--- config.mk ---
export PLATFORM = sky130hd
export DESIGN_NAME = mcd_emit
export DESIGN_NICKNAME = d
export VERILOG_FILES = /design/src/sv/mel_to_cepstrum_dct_unit_assert.svh /design/src/sv/mcd_pkg.sv /design/src/sv/mcd_emit.sv
export SDC_FILE = /design/constraint.sdc
export NUM_CORES = 1
export LEC_CHECK = 0
export ABC_AREA = 1
export CORE_UTILIZATION = 40
export DETAILED_ROUTE_END_ITERATION = 8
export DONT_BUFFER_PORTS = 1
export GPL_TIMING_DRIVEN = 1
export HOLD_SLACK_MARGIN = 0.12
export PLACE_DENSITY = 0.62
export SYNTH_ARGS = -nofsm -noshare
export SYNTH_HDL_FRONTEND = slang
export SYNTH_SLANG_ARGS = --single-unit
--- constraint.sdc ---
create_clock -name clk -period 8 [get_ports clk]
set_clock_uncertainty 0.15 [all_clocks]
set_input_delay 1.6 -clock clk [delete_from_list [all_inputs] [get_ports clk]]
set_output_delay 1.6 -clock clk [all_outputs]
set_load 0.02 [all_outputs]
--- src/sv/mel_to_cepstrum_dct_unit_assert.svh ---
// Assertion macros for the mel-to-cepstrum DCT unit.
// Included by the top level; no other dependencies.
`ifndef MEL_TO_CEPSTRUM_DCT_UNIT_ASSERT_SVH
`define MEL_TO_CEPSTRUM_DCT_UNIT_ASSERT_SVH

`ifndef SYNTH
// Same-cycle implication, checked at every rising edge outside reset.
`define MCD_ASSERT_IMP(lbl, clk, rstn, ante, cons, msg) \
  lbl: assert property (@(posedge clk) disable iff (!rstn) (ante) |-> (cons)) \
    else $error(msg);
// Next-cycle implication, checked at every rising edge outside reset.
`define MCD_ASSERT_NXT(lbl, clk, rstn, ante, cons, msg) \
  lbl: assert property (@(posedge clk) disable iff (!rstn) (ante) |=> (cons)) \
    else $error(msg);
`else
`define MCD_ASSERT_IMP(lbl, clk, rstn, ante, cons, msg)
`define MCD_ASSERT_NXT(lbl, clk, rstn, ante, cons, msg)
`endif

`endif

--- src/sv/mcd_pkg.sv ---
// Shared widths, constants and types of the mel-to-cepstrum DCT unit.
// No dependencies; used by every module of the block.
package mcd_pkg;

  localparam int MEL_W       = 16;   // mel energy, unsigned
  localparam int COEF_W      = 16;   // DCT coefficient, signed Q1.15
  localparam int PROD_W      = 32;   // mel times coefficient
  localparam int ACC_W       = 38;   // per-row accumulator
  localparam int VAL_W       = 25;   // output value, 4 fractional bits
  localparam int IDX_W       = 4;    // output coefficient index
  localparam int RND_SHIFT   = 11;   // Q15 down to Q4
  localparam int SUM_W       = ACC_W + 1;
  localparam int SH_W        = SUM_W - RND_SHIFT;
  localparam int OUT_TDATA_W = 32;
  localparam int OUT_PAD     = OUT_TDATA_W - VAL_W - IDX_W;
  localparam int Q_DEPTH     = 4;
  localparam int Q_PTR_W     = 2;

  typedef logic signed [ACC_W-1:0]  acc_t;
  typedef logic signed [COEF_W-1:0] coef_t;
  typedef logic signed [PROD_W-1:0] prod_t;

  typedef struct packed {
    logic             last;
    logic [VAL_W-1:0] value;
    logic [IDX_W-1:0] index;
  } out_item_t;

endpackage

--- src/sv/mcd_emit.sv ---
// Result stage: holds one finished frame and sends its coefficients in order,
// rounded to four fractional bits. Depends on mcd_pkg; fed by mcd_mac.
module mcd_emit #(
  parameter int NUM_COEFFS = 13
) (
  input  logic                clk,
  input  logic                rst_n,
  input  logic                bank_load,
  input  mcd_pkg::acc_t       sums [NUM_COEFFS],
  output logic                bank_busy,
  input  logic                clear_first,
  output logic                out_valid,
  input  logic                out_ready,
  output mcd_pkg::out_item_t  out_item
);

  localparam int CNT_W = (NUM_COEFFS > 1) ? $clog2(NUM_COEFFS) : 1;
  localparam logic signed [mcd_pkg::SUM_W-1:0] RND_BIAS =
    mcd_pkg::SUM_W'(1 << (mcd_pkg::RND_SHIFT - 1));
  localparam logic signed [mcd_pkg::SH_W-1:0] VAL_MAX =
    mcd_pkg::SH_W'((1 << (mcd_pkg::VAL_W - 1)) - 1);
  localparam logic signed [mcd_pkg::SH_W-1:0] VAL_MIN = -VAL_MAX - mcd_pkg::SH_W'(1);

  mcd_pkg::acc_t                     bank_r [NUM_COEFFS];
  logic                              busy_r;
  logic [CNT_W-1:0]                  cnt_r;
  logic                              out_valid_r;
  mcd_pkg::out_item_t                out_item_r;
  logic                              adv;
  logic                              cnt_last;
  logic signed [mcd_pkg::SUM_W-1:0]  biased;
  logic signed [mcd_pkg::SH_W-1:0]   shifted;
  logic signed [mcd_pkg::SH_W-1:0]   clamped;
  mcd_pkg::out_item_t                item_nxt;

  assign bank_busy = busy_r;
  assign out_valid = out_valid_r;
  assign out_item  = out_item_r;
  assign adv       = busy_r && (!out_valid_r || out_ready);
  assign cnt_last  = (cnt_r == CNT_W'(NUM_COEFFS - 1));

  // Round half up: add half an output step, then arithmetic shift.
  always_comb begin
    biased  = mcd_pkg::SUM_W'(bank_r[cnt_r]) + RND_BIAS;
    shifted = mcd_pkg::SH_W'(biased >>> mcd_pkg::RND_SHIFT);
    if (shifted > VAL_MAX) begin
      clamped = VAL_MAX;
    end else if (shifted < VAL_MIN) begin
      clamped = VAL_MIN;
    end else begin
      clamped = shifted;
    end
    item_nxt.index = mcd_pkg::IDX_W'(cnt_r);
    item_nxt.last  = cnt_last;
    item_nxt.value = mcd_pkg::VAL_W'(clamped);
    if (cnt_r == '0 && clear_first) begin
      item_nxt.value = '0;
    end
  end

  always_ff @(posedge clk) begin
    if (!rst_n) begin
      busy_r      <= 1'b0;
      cnt_r       <= '0;
      out_valid_r <= 1'b0;
    end else begin
      if (bank_load) begin
        busy_r <= 1'b1;
      end else if (adv && cnt_last) begin
        busy_r <= 1'b0;
      end
      if (adv) begin
        cnt_r       <= cnt_last ? '0 : cnt_r + 1'b1;
        out_valid_r <= 1'b1;
      end else if (out_ready) begin
        out_valid_r <= 1'b0;
      end
    end
  end

  always_ff @(posedge clk) begin
    if (adv) begin
      out_item_r <= item_nxt;
    end
    if (bank_load) begin
      bank_r <= sums;
    end
  end

endmodule
# After elaboration in Yosys (flattened, before gate mapping)
# Cells that the tools add are included.
[classes]
n_reduce_logical = 9
addsub = 2
mux = 10
bitwise_logic = 1
order_cmp = 3
eq_ne = 1
[op_table]
columns = ["cell", "n"]
rows = [
  ["$bmux 38 s4", 1],
  ["$mux 38", 2],
  ["$add 38x12->39 const B", 1],
  ["$gt 28x25->1 const B", 1],
  ["$lt 28x25->1 const B", 1],
  ["$mux 25", 1],
  ["$mux 24", 1],
  ["$ge 5x5->1 const B", 1],
  ["$not 4->5", 1],
  ["$add 4x1->4 const B", 1],
  ["$eq 4x4->1 const B", 1],
  ["$logic_not 4->1", 1],
  ["$mux 1", 4],
  ["$mux 4", 1],
  ["$reduce_bool 2->1", 2],
  ["$logic_and 1x1->1", 3],
  ["$reduce_or 2->1", 1],
  ["$logic_not 1->1", 1],
  ["$logic_or 1x1->1", 1],
]
[totals]
word_cells = 46
in_bits = 499
regBits = 530
output_inout_bits = 32

# Depth between registers and ports, before layout
# Gate-level depths: netlist (run 1).
[logic_depth]
depth_word = 8
mapped_depth = 23
depth_no_buf = 20

# Least setup slack after synthesis (run 1)
# Ideal clock, no wire load.
[synth_timing]
path_type = "input-to-reg"
start = "input port out_ready"
end = "register busy_r (netlist: bank_busy)"
required_ns = 7.729
cell_stages = 7
arrival_ns = 2.759
setup_time_ns = 0.121
n_path_buf = 0
setup_slack_ns = 4.970
cell_sequence = "inv_1 nand2_1 nand2_1 inv_1 nand2_1 nand2_1 o21ai_0"
[synth_between]
elab_chain_len = 4
[synth_rtl]
columns = ["item", "line", "source"]
rows = [
  ["start, declared", "mcd_emit.sv:13", "input logic out_ready,"],
  ["$logic_or 1x1->1", "mcd_emit.sv:39", "assign adv = busy_r && (!out_valid_r || out_ready);"],
  ["$logic_and 1x1->1", "mcd_emit.sv:39", ""],
  ["named net adv", "mcd_emit.sv:29", "logic adv;"],
  ["$logic_and 1x1->1", "mcd_emit.sv:69", "end else if (adv && cnt_last) begin"],
  ["$reduce_bool 2->1 (no line)", "-", ""],
  ["end signal, assigned", "mcd_emit.sv:63", "busy_r <= 1'b0;"],
  ["end signal, assigned", "mcd_emit.sv:68", "busy_r <= 1'b1;"],
  ["end signal, assigned", "mcd_emit.sv:70", "busy_r <= 1'b0;"],
  ["end, declared", "mcd_emit.sv:25", "logic busy_r;"],
]
# The timed path passes the listed nets, and every way through them passes these cells.
# A chain may end at the register's enable or synchronous reset.

# Final worst setup path (run 1)
[layout_timing]
start = "register cnt_r[0]"
end = "register out_item_r, in the netlist out_item[11], data pin"
[layout_between]
elab_chain_len = 8
elab_cells_between_ends = 11
cone_classes = "add/sub (1); order compare (2); mux (5); bitwise (1); reduce/logical (2)"
[layout_rtl]
columns = ["item", "line", "source"]
rows = [
  ["start, declared", "mcd_emit.sv:26", "logic [CNT_W-1:0] cnt_r;"],
  ["start signal, assigned", "mcd_emit.sv:73", "cnt_r <= cnt_last ? '0 : cnt_r + 1'b1;"],
  ["$not 4->5 (implied by the code)", "mcd_emit.sv:44", "biased = mcd_pkg::SUM_W'(bank_r[cnt_r]) + RND_BIAS;"],
  ["$bmux 38 s4", "mcd_emit.sv:44", ""],
  ["$mux 38 (implied by the code) (2 in a row)", "mcd_emit.sv:44", ""],
  ["$add 38x12->39", "mcd_emit.sv:44", ""],
  ["$lt 28x25->1", "mcd_emit.sv:48", "end else if (shifted < VAL_MIN) begin"],
  ["$mux 25", "mcd_emit.sv:48", ""],
  ["$mux 24", "mcd_emit.sv:46", "if (shifted > VAL_MAX) begin"],
  ["end signal, assigned", "mcd_emit.sv:83", "out_item_r <= item_nxt;"],
  ["end, declared", "mcd_emit.sv:28", "mcd_pkg::out_item_t out_item_r;"],
]
# Several ways; a longest one is shown, not always the timed one. The select of a mux whose other input is x is not followed.

==> flow_summary.yaml, run 1 <==
floorplanning:
  coreArea_sq_mm: 0.0423
  dieHeight_microns: 210
  die_w_microns: 210
  ioPinCount: 531
  placementRows: 75
  dieArea_sq_mm: 0.0441
  initial_utilization_pct: 40.9
worst_setup_path:
  endpoint_kind: "register"
  worst_ep_arrival_time_ns: 4.76
  worstSetupPathType: "reg -> reg"
  crit_path_max_fanout: 83
  crit_required_ns: 8.25
  cp-start-kind: "register"
power:
  power.density_mw_per_mm2: 268
  p_total_mw: 5.04
  ir_drop_uv: 196
  p_leak_nw: 7.28
clock_tree:
  cts-root-buf: "clkbuf_16"
  cts_max_level: 2
  cts_buffers: 43
  clk_latency_ns: 0.57
  post_cts_buffers: 0
  clk_pin_slew_ns: 0.06
  cts_tree: "done"
  cts_sinks: 400
  cts_max_path_buffers: 3
  hold_buffers: 0
  cts-resized-gates: 0
final_layout:
  final_area_sq_mm: 0.0188
  drive_above_1_share_pct: 7.56
  syn_to_final_growth_pct: 8.76
  nets: 2029
sta:
  fin_crit_ns: 4.51
  worst_slew_pin_slew_ns: 1.03
  relSlewSlack_pct: 31.1
  fin_crit_sh_pct: 56.4
  finalSetupViolCount: 0
  clock.fmax_mhz: 222
  hold_viol: 0
  finalMaxSlewViolations: 0
  grt_setup_unrepaired: "no"
  setup_tns_ns: 0
place:
  place_hpwl_microns: 28800
  dpl-instance-area_sq_mm: 0.0175
  routabilityCongestion: 0.851
  port_buffers: 0
outcome:
  status: "completed"
synth:
  ys_ff_latch: 400
  synth_area_sq_mm: 0.0173
  yosysSeqAreaShare_pct: 69.1
  netlist.area_leader.share_pct: 68.4
  synth.largest_area_cell: "edfxtp_1"
  avgSynthCellArea_sq_um: 11.1
  synth-edff-count: 394
  syn_inst: 1551
  synth-main-ff-cell: "edfxtp_1"
  yosysUniqueCellTypes: 33
  async_flop_share_pct: 0
  synthTopCellsByArea: "edfxtp_1, nand2_1, nor2_1"
  yosysWarningCount: 0
  synth_nets: 2053
  synth_common_cells: "nand2_1, edfxtp_1, nor2_1"
  synth.most_common_cell: "nand2_1"
global_routing:
  overflow: 0
  met1_usage_pct: 24.3
  antenna_found_initial: 15
  grt_pass1_vias: 10500
  grt_pass1_wl_microns: 64100
  met2_usage_pct: 31.7
  busiest_layer: "met2"
  grt_use_total_pct: 19.6
  grtUsageMet3_pct: 6.87
  grt_max_degree: 366
drt:
  drtIter0Drc: 879
  wl_microns: 43600
  dr.pass1.iters: 5
  via_per_inst: 5.05
  wl_per_cell_microns: 20.3
  drc_errors: 0
  vias: 10800
  antenna_left: 0
min_path:
  hp-class: "reg -> reg"
flow_run:
  maxCapViolations: 0
[metal layers]
metal	wire, microns	vias up
met5	81	-
met4	1180	14
met3	3970	84
met2	20600	397
met1	17800	5121
li1	-	5229
[power by group]
| group | internal (mW) | switching [mW] |
|---|---|---|
| Combinational | 0.164 | 0.385 |
| Clock | 1.06 | 0.811 |
| Sequential | 2.52 | 0.104 |
| Total | 3.74 | 1.30 |
[cells in the final DEF, fill, tap and decap left out, types with 8 or more instances in the layout]
cell and instances:
a21oi_1 11, buf_4 9, clkbuf_1 12, clkbuf_16 43
clkinv_1 8, diode_2 9, edfxtp_1 394, inv_1 52
nand2_1 518, nand3_1 122, nand3_2 22, nor2_1 171
nor2_2 9, nor3_1 8, o21ai_0 66, o21ai_1 43
xnor2_1 9, xor2_1 13
[logic make-up after synthesis]
kind of cell | synth area share, %
flops | 69.1
buf+inv | 4.91
fa+ha+maj | 0.217
xor+xnor | 1.11
compound gates | 3.66
simple gates | 21.0
[worst paths after layout]
kind	start	end	slack, ns	cells after the start
min	out_valid	out_valid	0.45	2
min reg2reg	out_valid	out_valid	0.45	2
max reg2reg	cnt_r[0]	out_item[11]	3.49	18
max	cnt_r[0]	out_item[11]	3.49	18
[worst max-delay path, cell delays in order, from the launching register on]
cell     delay, ns
dfxtp_4       0.46
inv_6         0.50
buf_4         0.78
nand2_1       0.10
nand3_1       0.22
nand2_1       0.14
nand2_1       0.08
nand2_1       0.08
nand3_2       0.14
nand2_1       0.10
nor2_1        0.18
inv_2         0.06
nor2_4        0.24
nand2_2       0.09
nor2_1        0.10
nand2_1       0.08
nand2_2       0.11
nand3_2       0.39
nand2_1       0.25
[final cells by class]
cell class	count	area [sq um]
Multi-Input combinational cell	1014	4500
Fill cell	3942	23500
Inverter	59	230
Timing Repair Buffer	9	67.6
Tap cell	577	722
Clock inverter	23	179
Sequential cell	400	12000
Antenna cell	9	22.5
Clock buffer	55	1120
[stage by stage]
stage / hold slack (ns) / cells / setup WS (ns) / util (%)
floorplan: 0.259 / 1551 / 4.97 / -
global placement: 0.430 / 2059 / 3.49 / 41.3
detailed placement: 0.441 / 2059 / 3.46 / 41.3
CTS: 0.450 / 2137 / 3.46 / 44.4
global route: 0.490 / 2143 / 3.04 / 44.4
finish: 0.448 / 2146 / 3.49 / 44.4
[sequential cells by signal, summed over array words and instances, names as in the netlist]
signal     flops
out_item      30
out_valid      1
bank_r       364
bank_busy      1
cnt_r          4
(Power assumes the default switching activity.)
==> run 2: changes to the inputs <==
--- a/config.mk
+++ b/config.mk
@@ -5,7 +5,7 @@
 export SDC_FILE = /design/constraint.sdc
 export NUM_CORES = 1
 export LEC_CHECK = 0
-export ABC_AREA = 1
+export ABC_AREA = 0
 export CORE_UTILIZATION = 40
 export DETAILED_ROUTE_END_ITERATION = 8
 export DONT_BUFFER_PORTS = 1
==> constraint.sdc (replaced) <==
create_clock -name clk -period 4.4 [get_ports clk]
set_clock_uncertainty 0.15 [all_clocks]
set_input_delay 0.88 -clock clk [delete_from_list [all_inputs] [get_ports clk]]
set_output_delay 0.88 -clock clk [all_outputs]
set_load 0.02 [all_outputs]
==> run 2 against run 1 <==
  * Routed wire length down 3.0%
  * Cell area down 0.11%
  * Combinational power up 65%
  * Synthesized cell count down 42%
  * Hold slack worse by 0.19 ns
  * Maximum frequency up 8.1%
  * Cell count down 29%
  * Largest cell class unchanged
  * Register-to-register slack worse by 3.3 ns
  * Sequential share of layout area up 0.075 points
  * Flip-flop and latch count unchanged
  * Largest power group unchanged
  * Via count down 22%
  * Critical path depth down 8
==> flow_summary.yaml, run 2 <==
clock_tree:
  cts_tree: "done"
  cts-root-buf: "clkbuf_16"
  cts_max_path_buffers: 3
  cts_sinks: 400
  clk_pin_slew_ns: 0.07
  cts_buffers: 44
  cts_max_level: 2
  clk_latency_ns: 0.57
  hold_buffers: 0
global_routing:
  antenna_found_initial: 5
  grt_pass1_vias: 8491
  grt_pass1_wl_microns: 57100
  overflow: 0
  grt_use_total_pct: 19.3
  grt_max_degree: 366
synth:
  ys_ff_latch: 400
  async_flop_share_pct: 0
  netlist.area_leader.share_pct: 71.3
  synth.largest_area_cell: "edfxtp_1"
  syn_inst: 894
  synth.most_common_cell: "edfxtp_1"
  synth_area_sq_mm: 0.0166
  yosysSeqAreaShare_pct: 72.0
  synthTopCellsByArea: "edfxtp_1, mux2i_1, mux4_2"
  yosysWarningCount: 0
  yosysUniqueCellTypes: 89
  synth-main-ff-cell: "edfxtp_1"
  synth_common_cells: "edfxtp_1, mux2i_1, mux2_2"
  avgSynthCellArea_sq_um: 18.6
  synth-edff-count: 394
  synth_nets: 1396
floorplanning:
  die_w_microns: 206
  initial_utilization_pct: 40.6
  placementRows: 74
  dieHeight_microns: 206
  ioPinCount: 531
  dieArea_sq_mm: 0.0423
  coreArea_sq_mm: 0.0408
worst_setup_path:
  r2r_setup_slack_ns: 0.23
  reg2reg_depth: 10
  timing.rr.end: "out_item[12]"
  crit_path_max_fanout: 27
  path_buf_inv: 1
  crit_required_ns: 4.62
  crit_slowest_cell: "dfxtp_4"
  worstSetupPathType: "reg -> reg"
  endpoint_kind: "register"
  reg2reg_from: "cnt_r[1]"
  cp-start-kind: "register"
  crit_chain: "nor3b_2 -> a22oi_1 -> nand3_1 -> ha_1 -> inv_1 -> or4_4 -> nand3b_4 -> o41ai_4 -> o211ai_4 -> o32ai_1"
  slowest_delay_ns: 0.66
  cp_top_family: "simple AND/OR/NAND/NOR gates"
  worst_ep_arrival_time_ns: 4.39
place:
  routabilityCongestion: 0.775
  dp_slack_ns: 0.0370
  port_buffers: 0
  place_hpwl_microns: 29900
  dp.cells: 1424
drt:
  dr.pass1.iters: 7
  vias: 8416
  wl_per_cell_microns: 27.8
  via_per_inst: 5.55
  wl_microns: 42200
  drtIter0Drc: 557
  antenna_left: 0
  drc_errors: 0
flow_run:
  maxCapViolations: 0
sta:
  setup_tns_ns: 0
  clock.fmax_mhz: 240
  relSlewSlack_pct: 20.5
  hold_viol: 0
  finalMaxSlewViolations: 0
  fin_crit_sh_pct: 94.8
  layout_setup_ws_ns: 0.229
  fin_crit_ns: 4.17
  worst_slew_pin_slew_ns: 1.19
  finalSetupViolCount: 0
  grt_setup_unrepaired: "no"
final_layout:
  syn_to_final_growth_pct: 13.2
  seqCellArea_sq_mm: 0.0120
  largest-register: "bank_r"
  largest_reg_flops: 364
  nets: 1444
  layout_commonest_cell: "edfxtp_1"
  drive_above_1_share_pct: 25.8
  multiInputGateArea_sq_mm: 0.00422
  fillers: 3460
  layout_common_cells: "edfxtp_1, mux2i_1, clkbuf_16, buf_4, mux2_2"
  finalNonFillerCells: 1517
min_path:
  min_path_cells: 0
  hp-class: "in -> reg"
  hold_start: "sums[34]"
  holdPathEnd: "bank_r[34]"
outcome:
  status: "completed"
power:
  p_leak_nw: 6.16
  pwr-share-clk_pct: 39.9
  p_switching_mw: 2.21
  pwr-share-seq_pct: 50.5
  p_int_mw: 7.24
  power.density_mw_per_mm2: 503
  p_comb_share_pct: 9.6
  ir_drop_uv: 348
  swShare_pct: 23.4
[run 2: changes by cell type after synthesis, moves of 24 or more]
| cell | before | now |
|---|---|---|
| nand2_1 | 518 | 27 |
| nor2_1 | 172 | 24 |
| nand3_1 | 122 | 9 |
| mux2i_1 | 0 | 72 |
| o21ai_0 | 66 | 7 |
| inv_1 | 53 | 6 |
| mux2_2 | 0 | 40 |
| o21ai_1 | 43 | 4 |
| mux4_2 | 0 | 24 |
[run 2: worst max path at each step]
stage	startpoint	end	slack, ns	cells after the start
floorplan	cnt_r[0]	out_item[17]	1.04	14
global placement	cnt_r[1]	out_item[12]	0.06	11
detailed placement	cnt_r[1]	out_item[12]	0.04	11
CTS	cnt_r[1]	out_item[12]	0.04	11
global route	cnt_r[1]	out_item[12]	0.09	12
finish	cnt_r[1]	out_item[12]	0.23	10
[run 2: area by class of cell]
class                           count  share of cell area (%)
Clock inverter                     31                    1.71
Timing Repair Buffer               48                    2.18
Multi-Input combinational cell    439                    22.4
Antenna cell                        7                  0.0932
Sequential cell                   400                    63.7
Tap cell                          532                    3.54
Inverter                            9                   0.180
Clock buffer                       51                    6.17
[run 2: per-stage QoR]
step                      utilization, %  cell area, sq um  total power [mW]  hold WS, ns
after floorplan                        -             16600              5.50        0.281
after global placement              42.2             17200              5.74        0.429
after detailed placement            42.2             17200              5.77        0.442
after CTS                           45.8             18700              9.56        0.210
after global routing                46.0             18800              9.78        0.217
final                               46.0             18800              9.45        0.254
[run 2: kinds of logic (layout without fill, tap and decap cells)]
logic type / count (synthesis) / in the layout / share of synthesized area, %
flip-flops: 400 / 400 / 72.0
multiplexers: 149 / 149 / 11.2
AO/OA/AOI/OAI: 135 / 136 / 7.31
AND/OR/NAND/NOR: 127 / 127 / 5.14
buffers and inverters: 56 / 139 / 2.83
XOR/XNOR: 24 / 24 / 1.27
adder cells (fa/ha/maj): 3 / 3 / 0.226
other: 0 / 7 / 0
[run 2: power by group through the flow]
stage                     Sequential [mW]  Clock (mW)  Combinational, mW
final                                4.77        3.77              0.906
after global routing                 4.80        4.00              0.979
after CTS                            4.78        3.87              0.911
after detailed placement             4.86           0              0.908
after global placement               4.84           0              0.899
after floorplan                      4.77           0              0.725
[run 2: repair_timing]
action                                  CTS  global route
resized for setup                         0             2
setup buffers                             0             3
endpoints found under the setup margin    0            13
[run 2: metal layers]
metal / routed length, microns / vias to the layer above / GRT usage, % / part of all wire, %
met2: 21000 / 314 / 31.9 / 50
li1: - / 3753 / - / -
met4: 1050 / 2 / 7.22 / 2.5
met1: 16900 / 4288 / 23.9 / 40
met5: 12 / - / 0 / 0.028
met3: 3290 / 59 / 5.46 / 7.8
==> run 3: changes to the inputs <==
--- a/config.mk
+++ b/config.mk
@@ -6,6 +6,7 @@
 export NUM_CORES = 1
 export LEC_CHECK = 0
 export ABC_AREA = 0
+export CORE_MARGIN = 2
 export CORE_UTILIZATION = 40
 export DETAILED_ROUTE_END_ITERATION = 8
 export DONT_BUFFER_PORTS = 1
==> run 3 against run 2 <==
  * Power is 1.7% lower
  * Critical path type unchanged
  * Sequential share of layout area is 0.46 points higher
  * Count of clock-buffer cells in the layout is 2 lower
  * Critical path depth is 1 higher
  * Flip-flop and latch count stayed put
  * Clock power is 4% lower
  * Die area is 2.0% higher
  * Non-clock buffer count is 5 lower
  * Register-to-register slack better by 0.17 ns
  * First-iteration DRC count is 23% higher
  * Routed wire length is 1.5% lower
==> flow_summary.yaml, run 3 (synthesis gave the netlist of run 2 again) <==
floorplanning:
  dieArea_sq_mm: 0.0431
  coreArea_sq_mm: 0.0409
  ioPinCount: 531
  die_w_microns: 208
  placementRows: 74
  dieHeight_microns: 208
  initial_utilization_pct: 40.5
clock_tree:
  cts-root-buf: "clkbuf_16"
  hold_buffers: 0
  post_cts_buffers: 0
  cts_max_level: 2
  cts_buffers: 42
  clk_latency_ns: 0.56
  cts-resized-gates: 0
  clk_pin_slew_ns: 0.06
  cts_sinks: 400
  cts_max_path_buffers: 3
  cts_tree: "done"
final_layout:
  largest_reg_flops: 364
  largest-register: "bank_r"
  fillers: 3488
  multiInputGateArea_sq_mm: 0.00419
  seqCellArea_sq_mm: 0.0120
  syn_to_final_growth_pct: 12.4
  drive_above_1_share_pct: 24.7
  nets: 1436
  layout_common_cells: "edfxtp_1, mux2i_1, clkbuf_16, mux2_2, buf_4"
  layout_commonest_cell: "edfxtp_1"
place:
  dp_slack_ns: 0.312
  place_hpwl_microns: 29600
  routabilityCongestion: 0.774
  port_buffers: 0
worst_setup_path:
  crit_path_max_fanout: 23
  reg2reg_depth: 11
  reg2reg_from: "cnt_r[0]"
  crit_required_ns: 4.55
  worstSetupPathType: "reg -> reg"
  r2r_setup_slack_ns: 0.40
  worst_ep_arrival_time_ns: 4.15
  cp-start-kind: "register"
  timing.rr.end: "out_item[13]"
  endpoint_kind: "register"
global_routing:
  overflow: 0
  grt_pass1_wl_microns: 58800
  grt_pass1_vias: 8643
  antenna_found_initial: 7
  grt_max_degree: 366
  grt_use_total_pct: 18.9
drt:
  dr.pass1.iters: 5
  top_layer_used: "met5"
  antenna_left: 0
  drtIter0Drc: 685
  dr_wl_met3_microns: 3340
  wl_microns: 41600
  route.met2.wl_microns: 20100
  via_per_inst: 5.53
  drc_errors: 0
  wl_met1_microns: 17100
  wl_per_cell_microns: 27.6
  vias: 8326
min_path:
  holdPathEnd: "bank_r[282]"
  hold_start: "sums[282]"
  hp-class: "in -> reg"
  min_path_cells: 0
sta:
  hold_viol: 0
  fin_crit_sh_pct: 91.0
  layout_setup_ws_ns: 0.397
  clock.fmax_mhz: 250
  finalMaxSlewViolations: 0
  finalSetupViolCount: 0
  setup_tns_ns: 0
  relSlewSlack_pct: 42.6
  grt_setup_unrepaired: "no"
  fin_crit_ns: 4.00
  worst_slew_pin_slew_ns: 0.859
power:
  p_switching_mw: 2.15
  power.density_mw_per_mm2: 498
  swShare_pct: 23.2
  ir_drop_uv: 369
  pwr-share-seq_pct: 51.3
  p_comb_share_pct: 9.8
  p_int_mw: 7.14
  pwr-share-clk_pct: 38.9
  p_leak_nw: 6.09
flow_run:
  maxCapViolations: 0
outcome:
  status: "completed"
run 3: cell types whose count changed in the layout (fill, tap and decap cells not counted), moves of 2 or more:
cell	previous run	this run
clkinv_2	10	8
clkinv_4	1	3
buf_4	44	38
clkbuf_16	45	43
run 3: layer usage:
layer,GRT usage [%],vias to the layer above
met1,24.3,4188
met4,6.55,4
met5,0,-
li1,-,3727
met2,30.7,340
met3,5.69,67
run 3: worst max-delay path: stages, from the launching register on:
cell and delay (ns):
dfxtp_4 0.60, nand3b_1 0.57, o22a_1 0.39, o21ai_0 0.12, nor4_2 0.06, buf_4 0.18
or4_4 0.56, nor3_4 0.29, o31ai_2 0.11, a32oi_2 0.30, buf_4 0.28, o22ai_2 0.12
run 3: cell type report:
type | instances | area share (%)
flip-flops and latches | 400 | 64.1
clock buffers | 49 | 5.89
well taps | 532 | 3.57
repair buffers | 43 | 2.07
inverters | 9 | 0.181
multi-input cells | 438 | 22.5
clock inverters | 28 | 1.62
diodes | 6 | 0.0805
run 3: how the worst max path moves through the flow:
| stage | slack (ns) | endpoint | start | cells past startpoint |
|---|---|---|---|---|
| finish | 0.40 | out_item[13] | cnt_r[0] | 11 |
| global route | 0.15 | out_item[12] | cnt_r[0] | 11 |
| CTS | 0.30 | out_item[13] | cnt_r[0] | 11 |
| detailed placement | 0.31 | out_item[13] | cnt_r[0] | 11 |
| global placement | 0.34 | out_item[13] | cnt_r[0] | 11 |
| floorplan | 1.04 | out_item[17] | cnt_r[0] | 14 |
run 3: through the flow:
step / total power [mW] / hold WS [ns] / instances / instance area [sq um] / utilization, %
2_1_floorplan: 5.50 / 0.281 / 894 / 16600 / -
3_3_place_gp: 5.76 / 0.442 / 1422 / 17200 / 42.1
3_5_place_dp: 5.78 / 0.464 / 1422 / 17200 / 42.1
4_1_cts: 9.40 / 0.224 / 1499 / 18600 / 45.5
5_1_grt: 9.63 / 0.235 / 1502 / 18600 / 45.6
6_report: 9.29 / 0.261 / 1505 / 18700 / 45.6
run 3: power groups by stage:
| stage | clock network [mW] | registers [mW] | logic (mW) |
|---|---|---|---|
| floorplan | 0 | 4.77 | 0.725 |
| global placement | 0 | 4.84 | 0.918 |
| detailed placement | 0 | 4.85 | 0.925 |
| CTS | 3.70 | 4.77 | 0.928 |
| global route | 3.84 | 4.80 | 0.991 |
| finish | 3.61 | 4.77 | 0.908 |
